<file path="src/hw/rtl/fvco_pkg.sv">
// Package for the flow vector color overlay: widths, CORDIC angle table,
// register addresses and the stage data type. No dependencies.
`default_nettype none
package fvco_pkg;
  localparam int CordicStages = 14;
  localparam int HueBits = 12;
  localparam int AtanEntries = 24;
  localparam int CW = 20;  // CORDIC x/y width: 16 bits plus growth and sign
  localparam logic [31:0] KinvQ16 = 32'd39797;

  localparam logic [2:0] RegSaturation = 3'd0;
  localparam logic [2:0] RegLightness = 3'd1;
  localparam logic [2:0] RegAlphaGain = 3'd2;
  localparam logic [2:0] RegAlphaMax = 3'd3;

  typedef struct packed {
    logic signed [CW-1:0] x;
    logic signed [CW-1:0] y;
    logic [31:0] z;
    logic [7:0] red;
    logic [7:0] green;
    logic [7:0] blue;
  } stage_t;

  function automatic logic [31:0] atan_turns(input int i);
    logic [31:0] t;
    case (i)
      0: t = 32'h20000000; 1: t = 32'h12E4051E; 2: t = 32'h09FB385B;
      3: t = 32'h051111D4; 4: t = 32'h028B0D43; 5: t = 32'h0145D7E1;
      6: t = 32'h00A2F61E; 7: t = 32'h00517C55; 8: t = 32'h0028BE53;
      9: t = 32'h00145F2F; 10: t = 32'h000A2F98; 11: t = 32'h000517CC;
      12: t = 32'h00028BE6; 13: t = 32'h000145F3; 14: t = 32'h0000A2FA;
      15: t = 32'h0000517D; 16: t = 32'h000028BE; 17: t = 32'h0000145F;
      18: t = 32'h00000A30; 19: t = 32'h00000518; 20: t = 32'h0000028C;
      21: t = 32'h00000146; 22: t = 32'h000000A3; 23: t = 32'h00000051;
      default: t = 32'h0;
    endcase
    return t;
  endfunction
endpackage
`default_nettype wire

</file>
<file path="src/hw/rtl/fvco_cell.sv">
// One CORDIC vectoring cell: a micro-rotation by a fixed shift and angle,
// registered, moving with a valid bit. Depends on fvco_pkg.
`default_nettype none
module fvco_cell (
  input  wire logic clk,
  input  wire logic rst,
  input  wire logic adv,
  input  wire logic [4:0] shift,
  input  wire logic [31:0] angle,
  input  wire logic in_valid,
  input  wire fvco_pkg::stage_t in_data,
  output logic out_valid,
  output fvco_pkg::stage_t out_data
);
  fvco_pkg::stage_t nxt;
  logic signed [fvco_pkg::CW-1:0] dx, dy;

  always_comb begin
    dx = in_data.y >>> shift;
    dy = in_data.x >>> shift;
    nxt = in_data;
    if (!in_data.y[fvco_pkg::CW-1]) begin
      nxt.x = in_data.x + dx;
      nxt.y = in_data.y - dy;
      nxt.z = in_data.z + angle;
    end else begin
      nxt.x = in_data.x - dx;
      nxt.y = in_data.y + dy;
      nxt.z = in_data.z - angle;
    end
  end

  always_ff @(posedge clk) begin
    if (rst) begin
      out_valid <= 1'b0;
    end else if (adv) begin
      out_valid <= in_valid;
    end
  end

  always_ff @(posedge clk) begin
    if (adv) begin
      out_data <= nxt;
    end
  end
endmodule
`default_nettype wire

</file>
<file path="config.mk">
export PLATFORM = sky130hd
export DESIGN_NAME = fvco_cell
export DESIGN_NICKNAME = d
export VERILOG_FILES = /design/src/hw/rtl/fvco_pkg.sv /design/src/hw/rtl/fvco_cell.sv
export SDC_FILE = /design/constraint.sdc
export NUM_CORES = 1
export LEC_CHECK = 0
export BUFFER_PORTS_ARGS = -buffer_cell sky130_fd_sc_hd__buf_2
export CAP_MARGIN = 20
export CORE_MARGIN = 2
export CORE_UTILIZATION = 39
export CTS_CLUSTER_SIZE = 20
export DETAILED_ROUTE_END_ITERATION = 10
export PLACE_DENSITY = 0.66
export SETUP_SLACK_MARGIN = 0.3
export SLEW_MARGIN = 0
export SYNTH_ARGS = -nofsm -noshare
export SYNTH_HDL_FRONTEND = slang
export SYNTH_SLANG_ARGS = --single-unit
export TNS_END_PERCENT = 5
</file>
<file path="constraint.sdc">
create_clock -name clk -period 8.3 [get_ports clk]
set_input_delay 1.245 -clock clk [delete_from_list [all_inputs] [get_ports clk]]
set_output_delay 1.245 -clock clk [all_outputs]
set_load 0.02 [all_outputs]
</file>
Yosys cells after proc, flatten, opt, wreduce, memory -nomap -nowiden. Cells that the tools add are included.

Bits in registers: 97. Input port bits: 137. Word-level logic and storage cells: 16.

Add/sub/neg operators: 6. Shifts and indexed selects: 2. Multiplexer cells: 1.

Operator list (number): two-way mux 72 bit (1); adder 20 bit (2); >>> shifter 20 x 5 -> 20 bit (2); subtractor 20 bit (2); adder 32 bit (1); subtractor 32 bit (1).

Depth between registers and ports, before layout.
Depth in word-level cells: 3. Mapped depth: 23. Gate-level depth less buffers: 19.

Least setup slack after synthesis. OpenSTA, ideal clock, no wires.

Kind: input port to flip-flop. Start point: input port shift[1]. End point: register out_data[74] in the netlist's numbering, data pin. Setup time: 257 ps. Data arrival time: 5895 ps. Data required time: 8043 ps. Setup slack: 2148 ps. Stages on the path: 18. Buffers on the path: 2. Cells stage by stage: buf_2 buf_2 mux4_1 mux2_1 mux4_2 inv_1 ha_1 mux2_2 fa_1 a21o_1 a211oi_1 nor2_1 o41ai_1 o21ai_0 o41a_1 a41o_1 o41a_1 xor2_1.

RTL lines: from (decl) (RTL line fvco_cell.sv:8) `input wire logic [4:0] shift,`; to (signal assigned) (RTL line fvco_cell.sv:43) `out_data <= nxt;`; to (decl) (RTL line fvco_cell.sv:13) `output fvco_pkg::stage_t out_data`.

==> qor.csv <==
stage;metric;value;unit
pwr;Switching Power;813;uW
floorplanning;Die Span X;165;microns
grt;via count of the first global-routing pass;8601;
grt;initial antenna violation count;0;
placed_design;count of placed standard cells including taps;1580;
timing;final worst clock skew;0;ns
pwr;Logic pwr share;0.461;
pwr;Power per Cell Area;175;nW/um^2
finish;diode count;0;
finish;filler instances;2510;
grt;global-route wire length before repair;45400;microns
synthesis;cell types occupying the most area after synthesis;sky130_fd_sc_hd__edfxtp_1 (28%), sky130_fd_sc_hd__mux4_2 (9.8%), sky130_fd_sc_hd__ha_1 (9.1%);
clock_tree;number of clock buffers inserted by TritonCTS;9;
grt;met3 Use GR;0.0310;
synthesis;largest area contributor in the synthesized netlist;sky130_fd_sc_hd__edfxtp_1;
timing;final setup violating endpoints;0;
min_path;Worst Hold Class;flip-flop to flip-flop;
synthesis;share of the synthesized area in the top cell type;0.284;
routing;count of routing violations after the opening detailed-route iteration;1145;
clock_tree;number of hold buffers added after CTS;0;
finish;Area growth, synth to finish;17.0;%
placed_design;port buffer count;233;
critical_path;arrival time worst endpoint;6.70;ns
pwr;power share of the sequential group;0.330;
clock_tree;clock transition time at the flip-flop clock pins of the worst setup and hold paths;0.09;ns
finish;final core utilization;0.460;
clock_tree;worst skew pair latency;0.35;ns
floorplanning;initial core utilization;0.393;
pwr;leakage power;0.00496;uW
timing;worst max-slew margin expressed relative to the limit;0.379;
routing;Detail Route Antenna Nets;0;
timing;Min Clock Period, post-route;6.59;ns
timing;setup repair after global routing missed its margin;false;
clock_tree;# H-tree levels;3;
clock_tree;Post-CTS Setup Repair Bufs;0;
grt;global-route track usage on met1;0.275;
synthesis;proportion of synthesized chip area in sequential cells;0.286;
placed_design;placer congestion estimate;0.947;
critical_path;Critical Path Source Type;input port;
placed_design;post-DP HPWL;22800;microns
timing;Final period util;0.794;
pwr;part of the power in the clock network;0.209;
critical_path;capturing element type of the critical path;flip-flop;
timing;Least-Margin Pin Slew;0.909;ns
critical_path;top fanout value on the critical path;46;
pwr;Int Power;1270;uW
run_status;outcome;finished clean;
grt;met2 Usage GRT;0.354;
floorplanning;core region area;25800;sq um
synthesis;fraction of registers with async set or reset after synthesis;0;
pwr;maximum ir drop on the vdd rail;0.0000952;V
synthesis;total of flip-flops plus latches after synthesis;97;
clock_tree;Clock Tree Buf Depth;2;
timing;Setup Total Neg Slack;0;ns
flow_run;number of max-cap violations;0;
finish;area of all placed cells without fillers;11900;sq um
synthesis;number of enable flip-flop cells after synthesis;96;
routing;post-detailed-route DRC marker count;0;
timing;Final WS setup;1.71;ns
clock_tree;cells resized by post-CTS repair;0;
synthesis;average footprint of a synthesized cell;9.67;sq um
floorplanning;total number of placement rows;59;
timing;Highest Clock Rate;152;MHz
finish;final instance count without filler cells;1596;
grt;total grt overflow;0;
clock_tree;clock tree from TritonCTS;yes;
grt;most heavily used metal layer in global routing;met2;
placed_design;area after detailed placement;11600;sq um
synthesis;count of different cell masters after synthesis;87;
grt;maximum number of pins on one net before global-route repair;68;
synthesis;post-synthesis instance area;10200;sq um
pwr;fraction of power spent switching nets;0.391;
routing;wire length per cell after detailed routing;18.5;microns
synthesis;synthesized net count;1265;
clock_tree;TritonCTS sink count;97;
floorplanning;height of the chip;165;microns
synthesis;Post-Syn Instances;1051;
grt;overall routing resource usage;0.211;
routing;number of search-and-repair iterations in the first detailed-routing pass;6;
critical_path;Worst Path Required;8.40;ns
clock_tree;library cell used as clock root buffer;sky130_fd_sc_hd__clkbuf_16;
floorplanning;boundary pin count;234;
timing;final-report hold violation count;0;
synthesis;Yosys warnings;0;
critical_path;critical path class;input port to flip-flop;
placed_design;Place WS;1.39;ns
routing;via density per instance;5.84;
finish;Total Nets Final;1470;
floorplanning;overall die area;27400;sq um
timing;total count of max-transition violations in the final report;0;
routing;wirelength, routed;29500;microns
synthesis;main flop type after synthesis;sky130_fd_sc_hd__edfxtp_1;
finish;proportion of layout cells with a drive suffix above 1;0.260;
routing;via count;9325;
-- power groups by stage --
stage	sequential [uW]	clock, uW	combinational, uW
floorplan	824	0	557
global placement	698	0	941
detailed placement	698	0	950
CTS	689	451	957
global route	698	468	1050
finish	687	436	959
-- cells in the final DEF (no fill, tap or decap), types with 7 or more instances in the layout --
cell type and count:
sky130_fd_sc_hd__o21ai_0 46, sky130_fd_sc_hd__nor2b_1 8, sky130_fd_sc_hd__buf_2 232, sky130_fd_sc_hd__a31oi_1 14
sky130_fd_sc_hd__nor3_1 32, sky130_fd_sc_hd__edfxtp_1 96, sky130_fd_sc_hd__mux2i_1 38, sky130_fd_sc_hd__nand2b_1 10
sky130_fd_sc_hd__or3_1 14, sky130_fd_sc_hd__and2_1 10, sky130_fd_sc_hd__xor2_1 23, sky130_fd_sc_hd__o21bai_1 7
sky130_fd_sc_hd__o22ai_1 17, sky130_fd_sc_hd__clkbuf_16 9, sky130_fd_sc_hd__a21oi_1 69, sky130_fd_sc_hd__buf_4 9
sky130_fd_sc_hd__o21a_1 16, sky130_fd_sc_hd__nand2_1 57, sky130_fd_sc_hd__a21o_1 23, sky130_fd_sc_hd__mux4_2 44
sky130_fd_sc_hd__o31ai_1 9, sky130_fd_sc_hd__a211oi_1 19, sky130_fd_sc_hd__xnor2_1 87, sky130_fd_sc_hd__nor2_1 110
sky130_fd_sc_hd__and3_1 16, sky130_fd_sc_hd__nand3_1 18, sky130_fd_sc_hd__inv_1 29, sky130_fd_sc_hd__o21ai_1 8
sky130_fd_sc_hd__mux2_2 7, sky130_fd_sc_hd__ha_1 74
-- Yosys cell counts (all sizes together), types with 3 or more instances --
master / number
o22ai: 18
nor4: 7
nor2b: 8
o31a: 6
xnor2: 87
o31ai: 9
or4: 3
a21oi: 69
nor3b: 3
o211ai: 6
and3: 16
a21boi: 6
nand2: 57
a2111oi: 3
a21o: 23
and2: 11
a41oi: 3
o21ai: 54
fa: 3
mux2: 9
a211o: 4
nor3: 33
inv: 30
mux2i: 39
o21a: 16
o41a: 3
xor2: 23
or3: 15
nand4: 4
mux4: 45
edfxtp: 96
ha: 74
o21bai: 7
o311ai: 4
nor2: 111
a31oi: 15
buf: 23
a211oi: 19
clkbuf: 24
nand3: 19
nand2b: 10
or2: 6
-- critical path, cell delays in order --
cell	delay, ns
sky130_fd_sc_hd__buf_2	0.11
sky130_fd_sc_hd__buf_4	0.59
sky130_fd_sc_hd__mux4_2	0.37
sky130_fd_sc_hd__mux2i_1	0.09
sky130_fd_sc_hd__a221oi_1	0.60
sky130_fd_sc_hd__inv_1	0.15
sky130_fd_sc_hd__ha_1	0.32
sky130_fd_sc_hd__mux2_2	0.29
sky130_fd_sc_hd__fa_1	0.44
sky130_fd_sc_hd__a21o_1	0.19
sky130_fd_sc_hd__a211oi_1	0.24
sky130_fd_sc_hd__nor2_1	0.09
sky130_fd_sc_hd__o41ai_1	0.55
sky130_fd_sc_hd__o21ai_0	0.27
sky130_fd_sc_hd__o41a_1	0.40
sky130_fd_sc_hd__a41o_1	0.28
sky130_fd_sc_hd__o41a_1	0.32
sky130_fd_sc_hd__xor2_1	0.14
-- layout make-up --
type,instances,area (sq um),share of cell area
clock inverters,7,76.3,0.00642
well taps,335,419,0.0353
flip-flops and latches,97,2900,0.244
multi-input cells,876,6920,0.582
repair buffers,241,1230,0.103
inverters,31,116,0.00979
clock buffers,9,225,0.0189
-- per-stage QoR --
step	total power, uW	hold slack (ns)
global route	2220	0.528
global placement	1640	0.472
finish	2080	0.504
floorplan	1380	0.579
detailed placement	1650	0.485
CTS	2100	0.506
-- sequential cells by signal, indices dropped and copies added (netlist names) --
register and flops:
out_data 96, out_valid 1
-- per-layer routing --
layer  wire length, microns  vias to the layer above
li1                       -                     4458
met1                  12500                     4388
met2                  14000                      417
met3                   2160                       62
met4                    952                        0
met5                      0                        -
-- path summary, 6_finish.rpt --
path / start / endpoint / slack (ns) / cells past startpoint
worst min register to register: out_valid / out_valid / 0.50 / 2
worst min-delay path: out_valid / out_valid / 0.50 / 2
worst max register to register: out_valid / out_valid / 7.71 / 2
worst max-delay path: shift[0] / out_data[74] / 1.71 / 18
-- cell families after synthesis --
logic type | share of synthesized area
xor gates and xnor gates | 0.0970
DFF | 0.286
muxes | 0.150
buffers and inverters | 0.0337
and+or+nand+nor | 0.152
adders and majority gates | 0.0970
AOI/OAI and AO/OA | 0.184
Power figures use the tool's default switching activity.
